--- src/hdl/gmc_pkg.sv ---
// Shared constants, types and command/status structs for the graph coloring search.
`timescale 1ns / 1ps
package gmc_pkg;

	localparam int MAX_VERTICES = 8;
	localparam int COLOR_BITS   = 3;
	localparam int VIDX_W       = $clog2(MAX_VERTICES);
	localparam int MAX_COLORS   = 1 << COLOR_BITS;
	// Count width: must hold MAX_VERTICES and MAX_COLORS themselves.
	localparam int CNT_W        = ($clog2(MAX_VERTICES + 1) > COLOR_BITS + 1) ?
	                              $clog2(MAX_VERTICES + 1) : COLOR_BITS + 1;
	localparam int PACK_W       = MAX_VERTICES * COLOR_BITS;
	localparam int CFG_W        = 4;
	localparam int CFG_IDX_W    = 2;

	localparam logic [CFG_IDX_W-1:0] REG_NUM_VERTICES = 2'd0;
	localparam logic [CFG_IDX_W-1:0] REG_NUM_COLORS   = 2'd1;

	localparam logic OP_LOAD_ROW = 1'b0;
	localparam logic OP_NEXT     = 1'b1;

	localparam logic [CFG_W-1:0] NUM_VERTICES_RST = 4'd8;
	localparam logic [CFG_W-1:0] NUM_COLORS_RST   = 4'd3;

	typedef enum logic [2:0] {
		S_IDLE  = 3'b001,
		S_BACK  = 3'b010,
		S_CHECK = 3'b100
	} state_t;

	typedef enum logic [1:0] {
		PH_FRESH   = 2'd0,
		PH_RUNNING = 2'd1,
		PH_DONE    = 2'd2
	} phase_t;

	typedef struct packed {
		logic req;    // advance to the next coloring
		logic clear;  // put the search back to fresh
	} search_cmd_t;

	typedef struct packed {
		logic              done;
		logic              found;
		logic              exhausted;
		logic [PACK_W-1:0] colors;
	} search_rsp_t;

endpackage

--- src/hdl/gmc_search.sv ---
// Backtracking search engine: sequencer, color store and one shared neighbor comparator.
`timescale 1ns / 1ps
module gmc_search (
	input  logic                          clk,
	input  logic                          arst_n,
	input  gmc_pkg::search_cmd_t          cmd,
	input  logic [gmc_pkg::CNT_W-1:0]     n_eff,
	input  logic [gmc_pkg::CNT_W-1:0]     m_eff,
	input  logic [gmc_pkg::MAX_VERTICES-1:0] adj_row,
	output logic [gmc_pkg::VIDX_W-1:0]    depth,
	output logic                          busy,
	output gmc_pkg::search_rsp_t          rsp
);

	gmc_pkg::state_t state_q;
	gmc_pkg::phase_t phase_q;
	logic [gmc_pkg::VIDX_W-1:0]     d_q;
	logic [gmc_pkg::VIDX_W-1:0]     i_q;
	logic [gmc_pkg::CNT_W-1:0]      c_q;
	logic [gmc_pkg::COLOR_BITS-1:0] colors_q [gmc_pkg::MAX_VERTICES];
	logic                           done_q;
	logic                           found_q;
	logic [gmc_pkg::PACK_W-1:0]     packed_q;

	logic [gmc_pkg::VIDX_W-1:0]     rd_idx;
	logic [gmc_pkg::COLOR_BITS-1:0] rd_color;
	logic                           conflict;
	logic                           last_vertex;
	logic [gmc_pkg::PACK_W-1:0]     packed_next;

	// Single read port: backtrack reads the vertex being revisited, check reads the neighbor.
	assign rd_idx   = (state_q == gmc_pkg::S_BACK) ? d_q : i_q;
	assign rd_color = colors_q[rd_idx];
	assign conflict = adj_row[i_q] && (rd_color == c_q[gmc_pkg::COLOR_BITS-1:0]);
	assign last_vertex = ({{(gmc_pkg::CNT_W-gmc_pkg::VIDX_W){1'b0}}, d_q} + 1'b1) == n_eff;

	always_comb begin
		logic [gmc_pkg::COLOR_BITS-1:0] entry;
		packed_next = '0;
		for (int v = 0; v < gmc_pkg::MAX_VERTICES; v++) begin
			entry = (gmc_pkg::VIDX_W'(v) == d_q) ? c_q[gmc_pkg::COLOR_BITS-1:0] : colors_q[v];
			if (gmc_pkg::CNT_W'(v) < n_eff) begin
				packed_next[v*gmc_pkg::COLOR_BITS +: gmc_pkg::COLOR_BITS] = entry;
			end
		end
	end

	always_ff @(posedge clk or negedge arst_n) begin
		if (!arst_n) begin
			state_q <= gmc_pkg::S_IDLE;
			phase_q <= gmc_pkg::PH_FRESH;
			d_q     <= '0;
			i_q     <= '0;
			c_q     <= '0;
			done_q  <= 1'b0;
			found_q <= 1'b0;
		end else begin
			done_q <= 1'b0;
			unique case (state_q)
				gmc_pkg::S_IDLE: begin
					if (cmd.clear) begin
						phase_q <= gmc_pkg::PH_FRESH;
					end else if (cmd.req) begin
						unique case (phase_q)
							gmc_pkg::PH_FRESH: begin
								d_q     <= '0;
								i_q     <= '0;
								c_q     <= '0;
								state_q <= gmc_pkg::S_CHECK;
							end
							gmc_pkg::PH_RUNNING: begin
								d_q     <= gmc_pkg::VIDX_W'(n_eff - 1'b1);
								state_q <= gmc_pkg::S_BACK;
							end
							default: begin
								done_q  <= 1'b1;
								found_q <= 1'b0;
							end
						endcase
					end
				end
				gmc_pkg::S_BACK: begin
					c_q     <= {{(gmc_pkg::CNT_W-gmc_pkg::COLOR_BITS){1'b0}}, rd_color} + 1'b1;
					i_q     <= '0;
					state_q <= gmc_pkg::S_CHECK;
				end
				gmc_pkg::S_CHECK: begin
					priority if (c_q >= m_eff) begin
						if (d_q == '0) begin
							phase_q <= gmc_pkg::PH_DONE;
							done_q  <= 1'b1;
							found_q <= 1'b0;
							state_q <= gmc_pkg::S_IDLE;
						end else begin
							d_q     <= d_q - 1'b1;
							state_q <= gmc_pkg::S_BACK;
						end
					end else if (i_q == d_q) begin
						if (last_vertex) begin
							phase_q <= gmc_pkg::PH_RUNNING;
							done_q  <= 1'b1;
							found_q <= 1'b1;
							state_q <= gmc_pkg::S_IDLE;
						end else begin
							d_q <= d_q + 1'b1;
							c_q <= '0;
							i_q <= '0;
						end
					end else if (conflict) begin
						c_q <= c_q + 1'b1;
						i_q <= '0;
					end else begin
						i_q <= i_q + 1'b1;
					end
				end
				default: state_q <= gmc_pkg::S_IDLE;
			endcase
		end
	end

	// Color store and result payload: no reset.
	always_ff @(posedge clk) begin
		if (state_q == gmc_pkg::S_CHECK && c_q < m_eff && i_q == d_q) begin
			colors_q[d_q] <= c_q[gmc_pkg::COLOR_BITS-1:0];
		end
		if (state_q == gmc_pkg::S_CHECK && c_q < m_eff && i_q == d_q && last_vertex) begin
			packed_q <= packed_next;
		end else begin
			packed_q <= '0;
		end
	end

	assign depth         = d_q;
	assign busy          = (state_q != gmc_pkg::S_IDLE);
	assign rsp.done      = done_q;
	assign rsp.found     = done_q && found_q;
	assign rsp.exhausted = done_q && !found_q;
	assign rsp.colors    = done_q ? packed_q : '0;

	a_state_onehot: assert property (@(posedge clk) disable iff (!arst_n)
		$onehot(state_q)) else $error("search state not one-hot");
	a_scan_bound: assert property (@(posedge clk) disable iff (!arst_n)
		state_q == gmc_pkg::S_CHECK |-> i_q <= d_q) else $error("neighbor scan past depth");
	a_exhaust_phase: assert property (@(posedge clk) disable iff (!arst_n)
		(done_q && !found_q) |-> phase_q == gmc_pkg::PH_DONE)
		else $error("exhausted answer without done phase");
	a_found_phase: assert property (@(posedge clk) disable iff (!arst_n)
		(done_q && found_q) |-> phase_q == gmc_pkg::PH_RUNNING)
		else $error("coloring reported outside running phase");
	a_done_cause: assert property (@(posedge clk) disable iff (!arst_n)
		done_q |-> $past(state_q == gmc_pkg::S_CHECK) || $past(cmd.req))
		else $error("result strobe without request");

endmodule

--- src/hdl/graph_m_coloring_search_top.sv ---
// Top level of the graph m-coloring backtracking search: ports, registers, adjacency rows.
`timescale 1ns / 1ps
// Graph m-coloring search. Load commands (opcode 0) store one adjacency row and
// put the search back to its fresh state; they give no result.
// Next commands (opcode 1) return the next proper coloring in depth-first order
// (vertex 0 most significant, colors ascending), or search_exhausted once none is
// left. A command is taken when start is high and busy is low. Each result shows
// on colors_packed / coloring_valid / search_exhausted for exactly one cycle with
// done high; the receiver cannot stall it, so sample it on that cycle.
// Course of a next command: the sequencer runs one neighbor compare per cycle
// while it checks, and a rejected color try ends early at its first conflict;
// running out of colors at a vertex steps back to the previous vertex, which
// rereads its color. A request that resumes after a coloring starts with one
// such step back. The strobe is registered from the check step that ends the
// search. The single shared neighbor comparator, stepped by the sequencer, sets
// the run time of a request, which grows long when the search dies late in many
// branches, as on dense graphs with many colors. A request after exhaustion
// strobes in the cycle right after it is taken. Register writes go through the
// cfg channel while busy is low (index 0 num_vertices, 1 num_colors); any write
// to a known register also restarts the search. Vertices at or above the
// clamped vertex count read as color 0.
module graph_m_coloring_search_top (
	input  logic                                clk,
	input  logic                                arst_n,
	input  logic                                start,
	output logic                                busy,
	input  logic                                opcode,
	input  logic [gmc_pkg::VIDX_W-1:0]          row_index,
	input  logic [gmc_pkg::MAX_VERTICES-1:0]    row_bits,
	output logic                                done,
	output logic [gmc_pkg::PACK_W-1:0]          colors_packed,
	output logic                                coloring_valid,
	output logic                                search_exhausted,
	input  logic                                cfg_valid,
	output logic                                cfg_ready,
	input  logic [gmc_pkg::CFG_IDX_W-1:0]       cfg_index,
	input  logic [gmc_pkg::CFG_W-1:0]           cfg_data
);

	logic [gmc_pkg::CFG_W-1:0]        num_vertices_q;
	logic [gmc_pkg::CFG_W-1:0]        num_colors_q;
	logic [gmc_pkg::MAX_VERTICES-1:0] adj_q [gmc_pkg::MAX_VERTICES];

	logic                       cmd_xfer;
	logic                       cfg_xfer;
	logic                       cfg_hit;
	logic [gmc_pkg::CNT_W-1:0]  n_eff;
	logic [gmc_pkg::CNT_W-1:0]  m_eff;
	logic [gmc_pkg::VIDX_W-1:0] depth;
	gmc_pkg::search_cmd_t       cmd;
	gmc_pkg::search_rsp_t       rsp;

	// A command transfer happens only while the engine is idle.
	assign cmd_xfer  = start && !busy;
	assign cfg_ready = !busy;
	assign cfg_xfer  = cfg_valid && cfg_ready;
	assign cfg_hit   = cfg_xfer && (cfg_index == gmc_pkg::REG_NUM_VERTICES ||
	                                cfg_index == gmc_pkg::REG_NUM_COLORS);

	// Clamp register values into the range the search supports.
	always_comb begin
		priority if (num_vertices_q == '0) begin
			n_eff = gmc_pkg::CNT_W'(1);
		end else if (gmc_pkg::CNT_W'(num_vertices_q) > gmc_pkg::CNT_W'(gmc_pkg::MAX_VERTICES)) begin
			n_eff = gmc_pkg::CNT_W'(gmc_pkg::MAX_VERTICES);
		end else begin
			n_eff = gmc_pkg::CNT_W'(num_vertices_q);
		end
		if (gmc_pkg::CNT_W'(num_colors_q) > gmc_pkg::CNT_W'(gmc_pkg::MAX_COLORS)) begin
			m_eff = gmc_pkg::CNT_W'(gmc_pkg::MAX_COLORS);
		end else begin
			m_eff = gmc_pkg::CNT_W'(num_colors_q);
		end
	end

	// Configuration registers.
	always_ff @(posedge clk or negedge arst_n) begin
		if (!arst_n) begin
			num_vertices_q <= gmc_pkg::NUM_VERTICES_RST;
			num_colors_q   <= gmc_pkg::NUM_COLORS_RST;
		end else if (cfg_xfer) begin
			if (cfg_index == gmc_pkg::REG_NUM_VERTICES) begin
				num_vertices_q <= cfg_data;
			end
			if (cfg_index == gmc_pkg::REG_NUM_COLORS) begin
				num_colors_q <= cfg_data;
			end
		end
	end

	// Adjacency rows: reset to no edges; a load overwrites one row.
	always_ff @(posedge clk or negedge arst_n) begin
		if (!arst_n) begin
			for (int r = 0; r < gmc_pkg::MAX_VERTICES; r++) begin
				adj_q[r] <= '0;
			end
		end else if (cmd_xfer && opcode == gmc_pkg::OP_LOAD_ROW) begin
			adj_q[row_index] <= row_bits;
		end
	end

	// Load and known register writes both restart the search.
	assign cmd.req   = cmd_xfer && opcode == gmc_pkg::OP_NEXT;
	assign cmd.clear = (cmd_xfer && opcode == gmc_pkg::OP_LOAD_ROW) || cfg_hit;

	gmc_search u_search (
		.clk     (clk),
		.arst_n  (arst_n),
		.cmd     (cmd),
		.n_eff   (n_eff),
		.m_eff   (m_eff),
		.adj_row (adj_q[depth]),
		.depth   (depth),
		.busy    (busy),
		.rsp     (rsp)
	);

	// Result strobe and payload come straight from the engine's output registers.
	assign done             = rsp.done;
	assign colors_packed    = rsp.colors;
	assign coloring_valid   = rsp.found;
	assign search_exhausted = rsp.exhausted;

endmodule

--- config.mk ---
export PLATFORM = sky130hd
export DESIGN_NAME = graph_m_coloring_search_top
export DESIGN_NICKNAME = d
export VERILOG_FILES = /design/src/hdl/gmc_pkg.sv /design/src/hdl/gmc_search.sv /design/src/hdl/graph_m_coloring_search_top.sv
export SDC_FILE = /design/constraint.sdc
export NUM_CORES = 1
export LEC_CHECK = 0
export BUFFER_PORTS_ARGS = -buffer_cell sky130_fd_sc_hd__buf_2
export CAP_MARGIN = 20
export CORE_ASPECT_RATIO = 0.9
export CORE_UTILIZATION = 55
export CTS_BUF_LIST = sky130_fd_sc_hd__clkbuf_4 sky130_fd_sc_hd__clkbuf_8 sky130_fd_sc_hd__clkbuf_16
export CTS_CLUSTER_DIAMETER = 60
export DETAILED_ROUTE_END_ITERATION = 10
export PLACE_DENSITY = 0.82
export SYNTH_ARGS = -nofsm -noshare
export SYNTH_HDL_FRONTEND = slang
export SYNTH_SLANG_ARGS = --single-unit
export TNS_END_PERCENT = 20
--- constraint.sdc ---
create_clock -name clk -period 9.2 [get_ports clk]
set_clock_uncertainty 0.1 [all_clocks]
set_input_delay 0.92 -clock clk [delete_from_list [all_inputs] [get_ports clk]]
set_output_delay 0.92 -clock clk [all_outputs]
set_load 0.05 [all_outputs]
== Word-level counts from Yosys, hierarchy flattened ==
Memories as Yosys holds them, arrays and structs flattened. A register that Yosys moved wholly into a read port is not among the register bits.
Cells that the tools add are included.

* Add/subtract/negate cells: 7
* $lt $le $gt $ge: 16
* Equal/unequal tests: 23
* Multiplexer cells: 69
* Bitwise gates (word level): 3
* Reduce and logical (&&, ||, !) cells: 47

{| class="wikitable"
|+ Operators by type and width
! cell !! number
|-
| bitwise mux 64 bit || 1
|-
| 2-to-1 mux 3 bit || 19
|-
| 2-to-1 mux 4 bit || 10
|-
| binary-select mux 8 bit (select 3 bit) || 1
|-
| demux 8 bit (select 3 bit) || 1
|-
| 2-to-1 mux 24 bit || 1
|-
| 2-to-1 mux 8 bit || 3
|-
| AND reduction 7 bit || 3
|-
| AND reduction 2 bit || 10
|-
| case mux 3 bit (2 select lines) || 3
|-
| case mux 3 bit (3 select lines) || 2
|-
| 2-to-1 mux 1 bit || 17
|-
| < comparator 3 x 4 -> 1 bit (first input constant) || 4
|-
| logical AND 1 bit || 12
|-
| 2-to-1 mux 2 bit || 6
|-
| != test 2 bit (second input constant) || 6
|-
| != test 3 bit (second input constant) || 4
|-
| case mux 4 bit (3 select lines) || 1
|-
| logical NOT 1 bit || 10
|-
| AND reduction 5 bit || 2
|-
| != test 3 x 2 -> 1 bit (second input constant) || 3
|-
| adder 3 x 1 -> 4 bit (second input constant) || 2
|-
| greater-or-equal comparator 4 bit (second input constant) || 2
|-
| greater-than comparator 4 bit (second input constant) || 2
|-
| other kinds (29) || 40
|}

* Register bits after elaboration: 89
* Memory bits (writable): 24
* Input bits: 22
* Output and inout bits: 29
* Logic and storage cells: 183
* Memories: 1

{| class="wikitable"
|+ Memories
! name !! words !! width !! rd ports !! clocked after memory_dff !! wr ports !! RTL line !! text
|-
| u_search.colors_q || 8 || 3 || 9 || 8 || 1 || gmc_search.sv:20 || <nowiki>logic [gmc_pkg::COLOR_BITS-1:0] colors_q [gmc_pkg::MAX_VERTICES];</nowiki>
|}

== Logic depth before layout (Yosys ltp) ==
Gate-level depths: netlist of run 1.

* Depth in word-level cells: 11
* Gate-level depth with buffers: 13
* Mapped depth without buffers: 11

== Hierarchy ==
A second synthesis of run 1 with hierarchy kept.

* Cell total of the unflattened synthesis: 592
* Area, all modules: 7,074.3 um^2

{| class="wikitable"
|+ Modules (own cells, without submodules)
! module !! instances !! cells each !! area an instance (um^2) !! seq. area each (um^2)
|-
| gmc_search || 1 || 387 || 3,699.8 || 1,627.8
|-
| graph_m_coloring_search_top || 1 || 205 || 3,374.5 || 1,805.5
|}

== Worst setup path before layout of run 1 ==
No wires, ideal clock.

* Kind: reg-to-reg
* Start point: register u_search.d_q (netlist bit u_search.depth[1])
* End point: register u_search.d_q (netlist bit u_search.depth[0])
* Setup time: 124 ps
* Arrival: 2,989 ps
* Data required time: 8,976 ps
* Slack: 5,987 ps
* Cell stages (with the launch flop): 14
* Path buffers: 3
* Clock period less this slack: 3,213 ps
* Cells stage by stage: dfrtp_1 buf_2 buf_2 buf_2 inv_1 ha_1 xnor2_1 a31oi_1 o32a_1 a21o_1 o211a_1 o221ai_1 nor3_1 a211o_1

* Longest elaborated chain between the ends: 4
* Elaborated cells between the ends (all ways): 8
* Classes of those cells: add/sub: 1; eq/ne: 5; reduce/logical: 2

{| class="wikitable"
|+ RTL lines
! element !! RTL line !! text
|-
| start: declaration || gmc_search.sv:17 || <nowiki>logic [gmc_pkg::VIDX_W-1:0] d_q;</nowiki>
|-
| start signal: assignment || gmc_search.sv:72 || <nowiki>d_q <= gmc_pkg::VIDX_W'(n_eff - 1'b1);</nowiki>
|-
| start signal: assignment || gmc_search.sv:95 || <nowiki>d_q <= d_q - 1'b1;</nowiki>
|-
| start signal: assignment || gmc_search.sv:105 || <nowiki>d_q <= d_q + 1'b1;</nowiki>
|-
| adder 3 x 1 -> 4 bit || gmc_search.sv:35 || <nowiki>assign last_vertex = ({{(gmc_pkg::CNT_W-gmc_pkg::VIDX_W){1'b0}}, d_q} + 1'b1) == n_eff;</nowiki>
|-
| equality test 4 bit || gmc_search.sv:35 ||
|-
| != test 3 bit (no source line) || - ||
|-
| AND reduction 7 bit (no source line) (*) || - ||
|}

Mark *: on every way between the ends. The rest lies on a longest branch, timed or not.
A chain may end at the register's enable or synchronous reset.

== Final worst setup path of run 1 ==
* Start point: register u_search.d_q (netlist bit u_search.depth[0])
* End point: register u_search.c_q[3] (netlist name)

* Longest elaborated chain between the ends: 9
* Elaborated cells between the ends (all ways): 20
* Classes of those cells: add/sub: 2; eq/ne: 5; mux: 9; bitwise: 1; reduce/logical: 2; memory: 1

{| class="wikitable"
|+ RTL lines
! element !! RTL line !! text
|-
| inverter 3 -> 4 bit (not written as such) || graph_m_coloring_search_top.sv:112 || <nowiki>.adj_row (adj_q[depth]),</nowiki>
|-
| binary-select mux 8 bit (select 3 bit) || graph_m_coloring_search_top.sv:112 ||
|-
| 2-to-1 mux 8 bit (not written as such) (2 in series) || graph_m_coloring_search_top.sv:112 ||
|-
| binary-select mux 1 bit (select 3 bit) || gmc_search.sv:34 || <nowiki>assign conflict = adj_row[i_q] && (rd_color == c_q[gmc_pkg::COLOR_BITS-1:0]);</nowiki>
|-
| 2-to-1 mux 1 bit (not written as such) || gmc_search.sv:34 ||
|-
| logical AND 1 bit || gmc_search.sv:34 ||
|-
| != test 3 x 2 -> 1 bit (no source line) || - ||
|-
| AND reduction 7 bit (no source line) || - ||
|-
| end signal: assignment || gmc_search.sv:83 || <nowiki>c_q <= {{(gmc_pkg::CNT_W-gmc_pkg::COLOR_BITS){1'b0}}, rd_color} + 1'b1;</nowiki>
|-
| end signal: assignment || gmc_search.sv:110 || <nowiki>c_q <= c_q + 1'b1;</nowiki>
|-
| end: declaration || gmc_search.sv:19 || <nowiki>logic [gmc_pkg::CNT_W-1:0] c_q;</nowiki>
|}

Several ways; a longest one is shown, not always the timed one. The select of a mux whose other input is x is not followed.

==> run summary, run 1 <==
The run finished with clean final reports. The die extent in y came out at approximately 110 um. CTS placed an instance of sky130_fd_sc_hd__clkbuf_16 at the clock tree root. Buffers inserted to repair hold after CTS numbered 0.

The number of buffers inserted by post-CTS setup repair came out at 0. The residual overflow from global routing came out at 0. For this run, the total global-route usage over all layers was measured as 0.283.

The worst-case vdd ir drop came out at roughly 0.17 mV. The worst setup path is of the reg2reg kind. The initial antenna violation count is 0. After filler insertion, the fill cell instance count of the layout stands at approximately 930. For this run, the top clock speed supported by timing is between 200 and 300 MHz.

The final-report setup violation count is 0. The endpoint required time on the critical path is 9.40 ns. The depth of the worst register-to-register path is 10.

Clock-pin slew was measured on the worst setup and hold paths at 0.06 ns. The signal arrival time at the worst endpoint is between 3 and 4 ns. Using the TritonRoute via totals, the vias-per-cell ratio works out to between 6 and 7. Of the total synthesized cell area, the portion taken by full adders, half adders and majority gates is 0.0302. For this run, the leading register cell type out of synthesis is sky130_fd_sc_hd__dfrtp_1. Sorting the synthesized cells by area gives the leading types as sky130_fd_sc_hd__dfrtp_1, sky130_fd_sc_hd__mux2_2, sky130_fd_sc_hd__edfxtp_1. The overall routed net length came out at around 18000 um. The number of buffers created by CTS came out at 17. The number of max-slew violations in the final report is 0. The post-synthesis cell area is 0.00730 sq mm. The post-synthesis share of cell area spent on xor and xnor gates is 0.0118. The largest family of logic cells by synthesized area is multiplexers.

The worst pin sits at a relative slew slack of 0.364. The overall die area is 0.0137 sq mm. The kind of end point of the critical path is a flop. The initial DRC count is 627. The kind of start point of the critical path is a flop.

Setup repair after global routing left no endpoint under its margin. The number of enable-type register cells in the synthesized netlist came out at 24. From synthesis to final layout, the design area changed by 13.4%. The worst hold path belongs to the class in2async.

Input and output buffers added on the ports amount to 50. The endpoint of the worst register-to-register path is u_search.c_q[3]. The post-DP HPWL is ~12000 um.

The slack of the worst reg-to-reg path is about 5.7 ns. At the end of routability-driven placement, the weighted congestion stood at roughly 0.91. The final antenna diode count is 0.

The net count of the mapped netlist is approximately 680. Of the total synthesized cell area, the portion taken by AND, OR, NAND and NOR gates is 0.143. The die width came out at approximately 120 um.

The cell count after synthesis came out at between 600 and 700. In the synthesized netlist the async set-or-reset flop fraction comes to 0.650. The post-synthesis register bit count came out at around 140. The proportion of synthesized chip area in sequential cells came out at 0.471. Adding up every negative setup slack in the final design gives 0 ns. After synthesis, the share of cell area in mux cells is 0.218. The global-route wire length before repair is ~29000 um. The warning count from the yosys run came out at 0. The distinct cell type count after synthesis is 76. The number of design rule violations left after detail routing is 0. The average detailed-routed wire length per instance is approximately 21 um. The total clock sinks came out at approximately 140. The count of pins on the block boundary is 51. The synthesized-area fraction occupied by ao, oa, aoi and oai cells came out at 0.0986.

The startpoint identified for the worst register-to-register timing path is u_search.depth[0]. The max capacitance violation total came out at 0. The top-area cell type share of the netlist area is 0.291. The floorplan row count is 39. Dividing total power by cell area gives a power density of about 320 mW/mm^2. The total via count after detailed routing came out at 5413. Gates resized during post-CTS repair numbered 0. The mean cell area of the mapped netlist came out at ~11 sq um.

The maximum level of the CTS H-tree is 4. The maximum fanout along the worst path came out at 17. The maximum clock insertion buffer count came out at 2. The synthesized design spends more area on one cell type than any other, namely sky130_fd_sc_hd__dfrtp_1. The largest net degree at the start of global routing came out at 90. The number of hold violations in the final report came to 0. The initial utilization of the core area, before any placement, comes to 0.569. For this run, the number of standard cells in the final layout without fillers is between 800 and 900.

The final cycle utilization of the critical path came out at 0.382. Of the cells placed in the final design, the portion with a size suffix greater than 1 is 0.296. The core region area came out at approximately 0.013 sq mm. The first detailed-routing pass ran for 5 iterations. Counting I/O delays and the setup requirement, the final critical path takes roughly 3.5 ns. The detail route stage leaves a number of antenna-violating nets equal to 0. The net count reported at finish came out at roughly 720. The via count of the first global-routing pass came out at 5426. At the pin with the least slew margin, the transition time is approximately 0.95 ns.

The number of placed cells counting well taps came out at between 800 and 900. The clock tree from TritonCTS is built. The reported leakage power came out at approximately 3.6 nW. The clock latency on the worst-skew pair is 0.42 ns.
## worst max path at each step
stage	startpoint	endpoint	slack, ns	cells past startpoint
after detailed placement	u_search.depth[0]	u_search.c_q[3]	5.80	10
after floorplan	u_search.depth[1]	u_search.depth[0]	5.99	13
after CTS	u_search.depth[0]	u_search.c_q[3]	5.79	10
after global routing	u_search.state_q[2]	u_search.c_q[0]	5.55	8
final	u_search.depth[0]	u_search.c_q[3]	5.68	10
after global placement	u_search.state_q[2]	u_search.c_q[0]	5.92	8
## state kept, by name, indices dropped and copies added (netlist names)
| name | cells |
|---|---|
| u_search.packed_q | 24 |
| num_vertices_q | 4 |
| u_search.colors_q | 24 |
| u_search.done_q | 1 |
| adj_q | 64 |
| num_colors_q | 4 |
| u_search.depth | 3 |
| u_search.state_q | 3 |
| u_search.c_q | 4 |
| u_search.i_q | 3 |
| u_search.found_q | 1 |
| u_search.phase_q | 2 |
## critical path, stage by stage (launching register included)
cell and delay, ns:
sky130_fd_sc_hd__dfrtp_1 0.80, sky130_fd_sc_hd__inv_1 0.33, sky130_fd_sc_hd__ha_1 0.42, sky130_fd_sc_hd__xnor2_1 0.18, sky130_fd_sc_hd__a31oi_1 0.11, sky130_fd_sc_hd__o32a_1 0.19
sky130_fd_sc_hd__a21o_1 0.20, sky130_fd_sc_hd__o21ai_1 0.52, sky130_fd_sc_hd__inv_1 0.21, sky130_fd_sc_hd__o21ai_0 0.26, sky130_fd_sc_hd__a211oi_2 0.07
## layout by cell type, fill, tap and decap left out, types with 13 or more instances in the layout
cell type                   Yosys  routed
sky130_fd_sc_hd__nor3_1        20      20
sky130_fd_sc_hd__ha_1          16      16
sky130_fd_sc_hd__nand3_1       18      18
sky130_fd_sc_hd__mux2i_1       35      35
sky130_fd_sc_hd__a21oi_1       24      24
sky130_fd_sc_hd__inv_1         16      16
sky130_fd_sc_hd__mux4_2        13      13
sky130_fd_sc_hd__nor2b_1       13      13
sky130_fd_sc_hd__nand2_1       49      49
sky130_fd_sc_hd__and2_1        26      26
sky130_fd_sc_hd__edfxtp_1      24      24
sky130_fd_sc_hd__mux2_2        83      83
sky130_fd_sc_hd__nor2_1        31      31
sky130_fd_sc_hd__dfrtp_1       85      85
sky130_fd_sc_hd__buf_2         10      50
sky130_fd_sc_hd__dfxtp_1       24      24
sky130_fd_sc_hd__clkbuf_16      0      18
sky130_fd_sc_hd__o21ai_0       17      17
## through the flow
stage	hold WS (ns)	total power (W)	area, sq um	utilization	setup WS, ns
floorplan	0.374	0.00167	7300	-	5.99
global placement	0.383	0.00188	7650	0.596	5.92
detailed placement	0.389	0.00193	7660	0.597	5.80
CTS	0.403	0.00261	8250	0.643	5.79
global route	0.367	0.00276	8280	0.645	5.55
finish	0.339	0.00263	8280	0.645	5.68
## area by class of cell
| class | count | area, sq um | area share |
|---|---|---|---|
| sequential | 137 | 3430 | 0.415 |
| inverter | 17 | 63.8 | 0.00771 |
| timing repair buffer | 57 | 323 | 0.0390 |
| clock inverter | 10 | 119 | 0.0144 |
| multi-input combinational | 453 | 3660 | 0.442 |
| tap | 164 | 205 | 0.0248 |
| clock buffer | 21 | 473 | 0.0571 |
## report_power, final
group	internal (W)	switching [W]
clock	0.000422	0.000259
sequential	0.000808	0.000171
combinational	0.000426	0.000540
## per-layer routing
layer  routed length, um  GRT usage
met5                   0          0
met4                 478      0.120
met3                1470     0.0638
met2                8320      0.425
met1                7710      0.393
## logic make-up (layout without fill, tap and decap cells)
kind of cell               count (synthesis)  count (layout)
AOI/OAI and AO/OA                         99              99
xor gates and xnor gates                   9               9
adders and majority gates                 17              17
buffers and inverters                     46             105
DFF                                      137             137
muxes                                    132             132
and+or+nand+nor                          196             196
## cells in the mapped netlist, types with 4 or more instances
cell and number:
sky130_fd_sc_hd__xnor2_1 4, sky130_fd_sc_hd__a31oi_1 4, sky130_fd_sc_hd__ha_1 16, sky130_fd_sc_hd__buf_2 10, sky130_fd_sc_hd__nand2_1 49, sky130_fd_sc_hd__nor2b_1 13, sky130_fd_sc_hd__nand3_1 18, sky130_fd_sc_hd__nor2_1 31
sky130_fd_sc_hd__and2_1 26, sky130_fd_sc_hd__mux2i_1 35, sky130_fd_sc_hd__clkbuf_1 16, sky130_fd_sc_hd__inv_1 16, sky130_fd_sc_hd__mux2_2 83, sky130_fd_sc_hd__dfstp_2 4, sky130_fd_sc_hd__nand2b_1 7, sky130_fd_sc_hd__a21o_1 4
sky130_fd_sc_hd__dfxtp_1 24, sky130_fd_sc_hd__edfxtp_1 24, sky130_fd_sc_hd__mux4_2 13, sky130_fd_sc_hd__a21oi_1 24, sky130_fd_sc_hd__xor2_1 4, sky130_fd_sc_hd__o21ai_0 17, sky130_fd_sc_hd__a211o_1 4, sky130_fd_sc_hd__nor3_1 20
sky130_fd_sc_hd__and3_1 5, sky130_fd_sc_hd__dfrtp_1 85, sky130_fd_sc_hd__o31ai_1 4, sky130_fd_sc_hd__a211oi_1 4
Note: power is estimated with default switching activity, not from simulation.
==> run 2: changes to the inputs <==
ABC_AREA = 1   (was not set)
PLACE_DENSITY = 0.85   (was 0.82)
clock period = 3 ns   (was 9.2 ns; I/O delays follow)
==> run summary, run 2 <==
The number of buffers created by CTS is 17 (unchanged). The via density per instance is 5.45 (-13%). The final cycle utilization of the critical path came out at 0.914 (+0.532). The number of hold violations in the final report came to 0 (unchanged). The kind of end point of the critical path is a flop.

The worst setup path is launched from a flop. The area added between synthesis and finish came out at 14.2%. The final sum of negative setup slack was 0 ns (unchanged). The reported leakage power was 4.28 nW (+20%). TritonCTS built the clock tree.

The share of synthesized cell area in full adder, half adder and majority cells is 0.0305 (+0.000298). In the layout the commonest cells are sky130_fd_sc_hd__nand2_1, sky130_fd_sc_hd__inv_1, sky130_fd_sc_hd__o21ai_0, sky130_fd_sc_hd__dfrtp_1, sky130_fd_sc_hd__nand3_1. The worst setup path is of the reg2reg kind.

The clock transition at the registers of the reported paths came to 0.06 ns (about the same). The number of design rule violations left after detail routing came out at 0 (unchanged). The simple-gate area share of the yosys netlist is 0.286 (+0.144).

The mean cell area of the mapped netlist is 7.62 sq um (-34%). The number of flip-flops in the largest register is 64 (unchanged). The final worst hold slack was 0.0223 ns (-0.317 ns). Sorting the synthesized cells by area gives the leading types as sky130_fd_sc_hd__dfrtp_1, sky130_fd_sc_hd__nand2_1, sky130_fd_sc_hd__edfxtp_1.

Among all flip-flop cells after synthesis, the most frequent one is sky130_fd_sc_hd__dfrtp_1. The post-route antenna net violation count came out at 0 (unchanged). The post-synthesis mux area share is 0.00156 (-0.217). The library cell used most frequently in the layout, excluding fill and tap cells, is sky130_fd_sc_hd__nand2_1. The worst-case vdd ir drop came out at 0.656 mV (+280%). The worst-margin pin slew came to 0.767 ns (-0.179 ns). The initial DRC count was 802 (+28%).

The largest net degree at the start of global routing is 90 (unchanged). The remaining max-slew budget at the tightest pin is 0.489 (+0.125). The net count reported at finish is 1037 (+44%). The global router's overall resource usage is 0.286 (+0.00279). The post-layout utilization of the core is 0.648 (+0.00308).

The total via count after detailed routing came out at 6407 (+18%). The total power per unit cell area was 957 mW/mm^2 (+200%). The run finished with clean final reports. The count of pins on the block boundary was 51 (unchanged). The number of enable-type register cells in the synthesized netlist is 24 (unchanged). The clock latency on the worst-skew pair is 0.44 ns (+0.02 ns). The signal arrival time at the worst endpoint is 2.94 ns (-0.77 ns).

The post-synthesis register bit count came out at 137 (unchanged). The top-area cell type share of the netlist area came out at 0.294 (+0.00288). The fraction of final layout cells sized beyond drive strength 1 is 0.144 (-0.152). The final antenna diode count was 0 (unchanged). The net count of the mapped netlist was 987 (+46%). The maximum frequency from static timing analysis was 365 MHz (+28%). The register name with the most flops is adj_q.

The maximum level of the CTS H-tree is 4 (unchanged). The final-report setup violation count is 0 (unchanged). The routing usage on met1 came out at 0.392 (-0.000991).

The maximum fanout along the worst path is 3 (-14). The cell chosen for the clock root is sky130_fd_sc_hd__clkbuf_16. The post-synthesis async set-or-reset flop share was 0.650 (unchanged).

The global-route wire length before repair was 29600 um (+2.8%). The number of buffer cells added on primary ports came out at 50 (unchanged). met2 is the most crowded layer. The initial antenna violation count is 0 (unchanged). The floorplan row count came out at 39 (unchanged). The number of max-slew violations in the final report is 0 (unchanged). The proportion of synthesized chip area in sequential cells is 0.475 (+0.00464). The average detailed-routed wire length per instance was 15.5 um (-26%). The most common cell in the netlist is sky130_fd_sc_hd__nand2_1. The met2 usage is 0.439 (+0.0133). The overall routed net length is 18200 um (+1.1%). The final weighted congestion in routability-driven placement came to 0.931 (+2.5%). The via count of the first global-routing pass came to 5995 (+10%). The length of the first detailed-routing pass in iterations came out at 6 (+1). By count the netlist is led by sky130_fd_sc_hd__nand2_1, sky130_fd_sc_hd__inv_1, sky130_fd_sc_hd__o21ai_0. The total clock sinks is 137 (unchanged). The maximum clock insertion buffer count is 2 (unchanged). The post-synthesis share of cell area spent on xor and xnor gates was 0.0133 (+0.00150). The starting density of the core came to 0.567 (-0.00124).

The cell count after synthesis is 948 (+49%). The cell type with the highest aggregate area in the netlist is sky130_fd_sc_hd__dfrtp_1. The die extent in y came out at 111 um (-0.49%). The routing usage on met3 is 0.0674 (+0.00360). The synthesized-area fraction occupied by ao, oa, aoi and oai cells came out at 0.101 (+0.00288). The residual overflow from global routing came to 0 (unchanged). The core region area is 0.0127 sq mm (-0.76%). After synthesis, the largest family of logic cells by area is simple AND/OR/NAND/NOR gates. The post-synthesis cell area came to 0.00723 sq mm (-0.98%).

The largest registers in the layout are adj_q: 64 flops, u_search.colors_q: 24 flops, u_search.packed_q: 24 flops. The overall die area came out at 0.0136 sq mm (-0.96%). The die width came out at 123 um (-0.48%). Setup repair after global routing left no endpoint under its margin. The distinct cell type count after synthesis came out at 40 (-47%).

The post-DP HPWL is 12100 um (-2.9%). The endpoint required time on the critical path is 3.20 ns (-6.20 ns). The path class of the tightest hold or removal check is in2reg.

The max capacitance violation total was 0 (unchanged). The clock period minus worst slack is 2.74 ns (-0.774 ns). The warning count from the yosys run is 0 (unchanged).
==> run 2: worst max-delay path: stages, from the launching register on <==
cell	delay, ns
sky130_fd_sc_hd__dfstp_2	0.54
sky130_fd_sc_hd__nor3_1	0.05
sky130_fd_sc_hd__o21ai_1	0.13
sky130_fd_sc_hd__ha_1	0.27
sky130_fd_sc_hd__inv_1	0.07
sky130_fd_sc_hd__nor2_1	0.04
sky130_fd_sc_hd__o21ai_1	0.11
sky130_fd_sc_hd__nand2_1	0.10
sky130_fd_sc_hd__a31oi_2	0.18
sky130_fd_sc_hd__inv_1	0.10
sky130_fd_sc_hd__fa_1	0.38
sky130_fd_sc_hd__xor2_1	0.20
sky130_fd_sc_hd__o22ai_1	0.12
sky130_fd_sc_hd__a21oi_1	0.14
sky130_fd_sc_hd__a21oi_1	0.08
==> run 2: logic make-up (layout without fill, tap and decap cells) <==
kind of cell / after synthesis / count (layout)
muxes: 1 / 1
and+or+nand+nor: 475 / 475
buffers and inverters: 168 / 231
adders and majority gates: 17 / 17
DFF: 137 / 137
AOI/OAI and AO/OA: 139 / 139
xor gates and xnor gates: 11 / 11
==> run 2: where the power goes <==
| part | leakage (nW) | switching, W | internal, W | total, W |
|---|---|---|---|---|
| combinational | 2.45 | 0.00199 | 0.00100 | 0.00299 |
| clock | 0.282 | 0.000832 | 0.00120 | 0.00203 |
| sequential | 1.55 | 0.000431 | 0.00245 | 0.00288 |
| total | 4.28 | 0.00325 | 0.00465 | 0.00790 |
==> run 2: metrics by stage <==
stage / cells / cell area (sq um) / setup slack [ns] / power, W
3_5_place_dp: 1142 / 7660 / 0.208 / 0.00579
4_1_cts: 1175 / 8240 / 0.166 / 0.00786
3_3_place_gp: 1142 / 7660 / 0.300 / 0.00569
2_1_floorplan: 948 / 7230 / 0.353 / 0.00500
5_1_grt: 1175 / 8250 / 0.0571 / 0.00846
6_report: 1175 / 8250 / 0.257 / 0.00790
==> run 2: area by class of cell <==
class / instances / area [sq um]
clock inverter: 12 / 115
clock buffer: 20 / 460
multi-input combinational: 643 / 3140
timing repair buffer: 66 / 404
fill: 1069 / 4480
inverter: 133 / 499
sequential: 137 / 3430
tap: 164 / 205
==> run 2: repair_timing <==
item / in CTS / in global routing
setup buffers: 0 / 0
endpoints found under the hold margin: 85 / 0
setup endpoints to repair: 0 / 4
resized for setup: 0 / 3
hold buffers: 1 / 0
==> run 2: per-layer routing <==
layer,up-vias,part of all wire
met5,-,0
met4,0,0.028
met3,57,0.081
met2,306,0.46
met1,2916,0.43
li1,3128,-
==> run 2: worst paths after layout <==
kind | endpoint | cells after the start | slack, ns | from
setup / recovery | u_search.depth[2] | 14 | 0.26 | num_colors_q[0]
hold / removal | num_colors_q[1] | 3 | 0.02 | cfg_data[1]
setup reg to reg | u_search.depth[2] | 14 | 0.26 | num_colors_q[0]
hold reg to reg | adj_q[19] | 2 | 0.38 | adj_q[19]
max in group asynchronous | adj_q[18] | 3 | 2.06 | arst_n
min in group asynchronous | u_search.found_q | 3 | 0.33 | arst_n
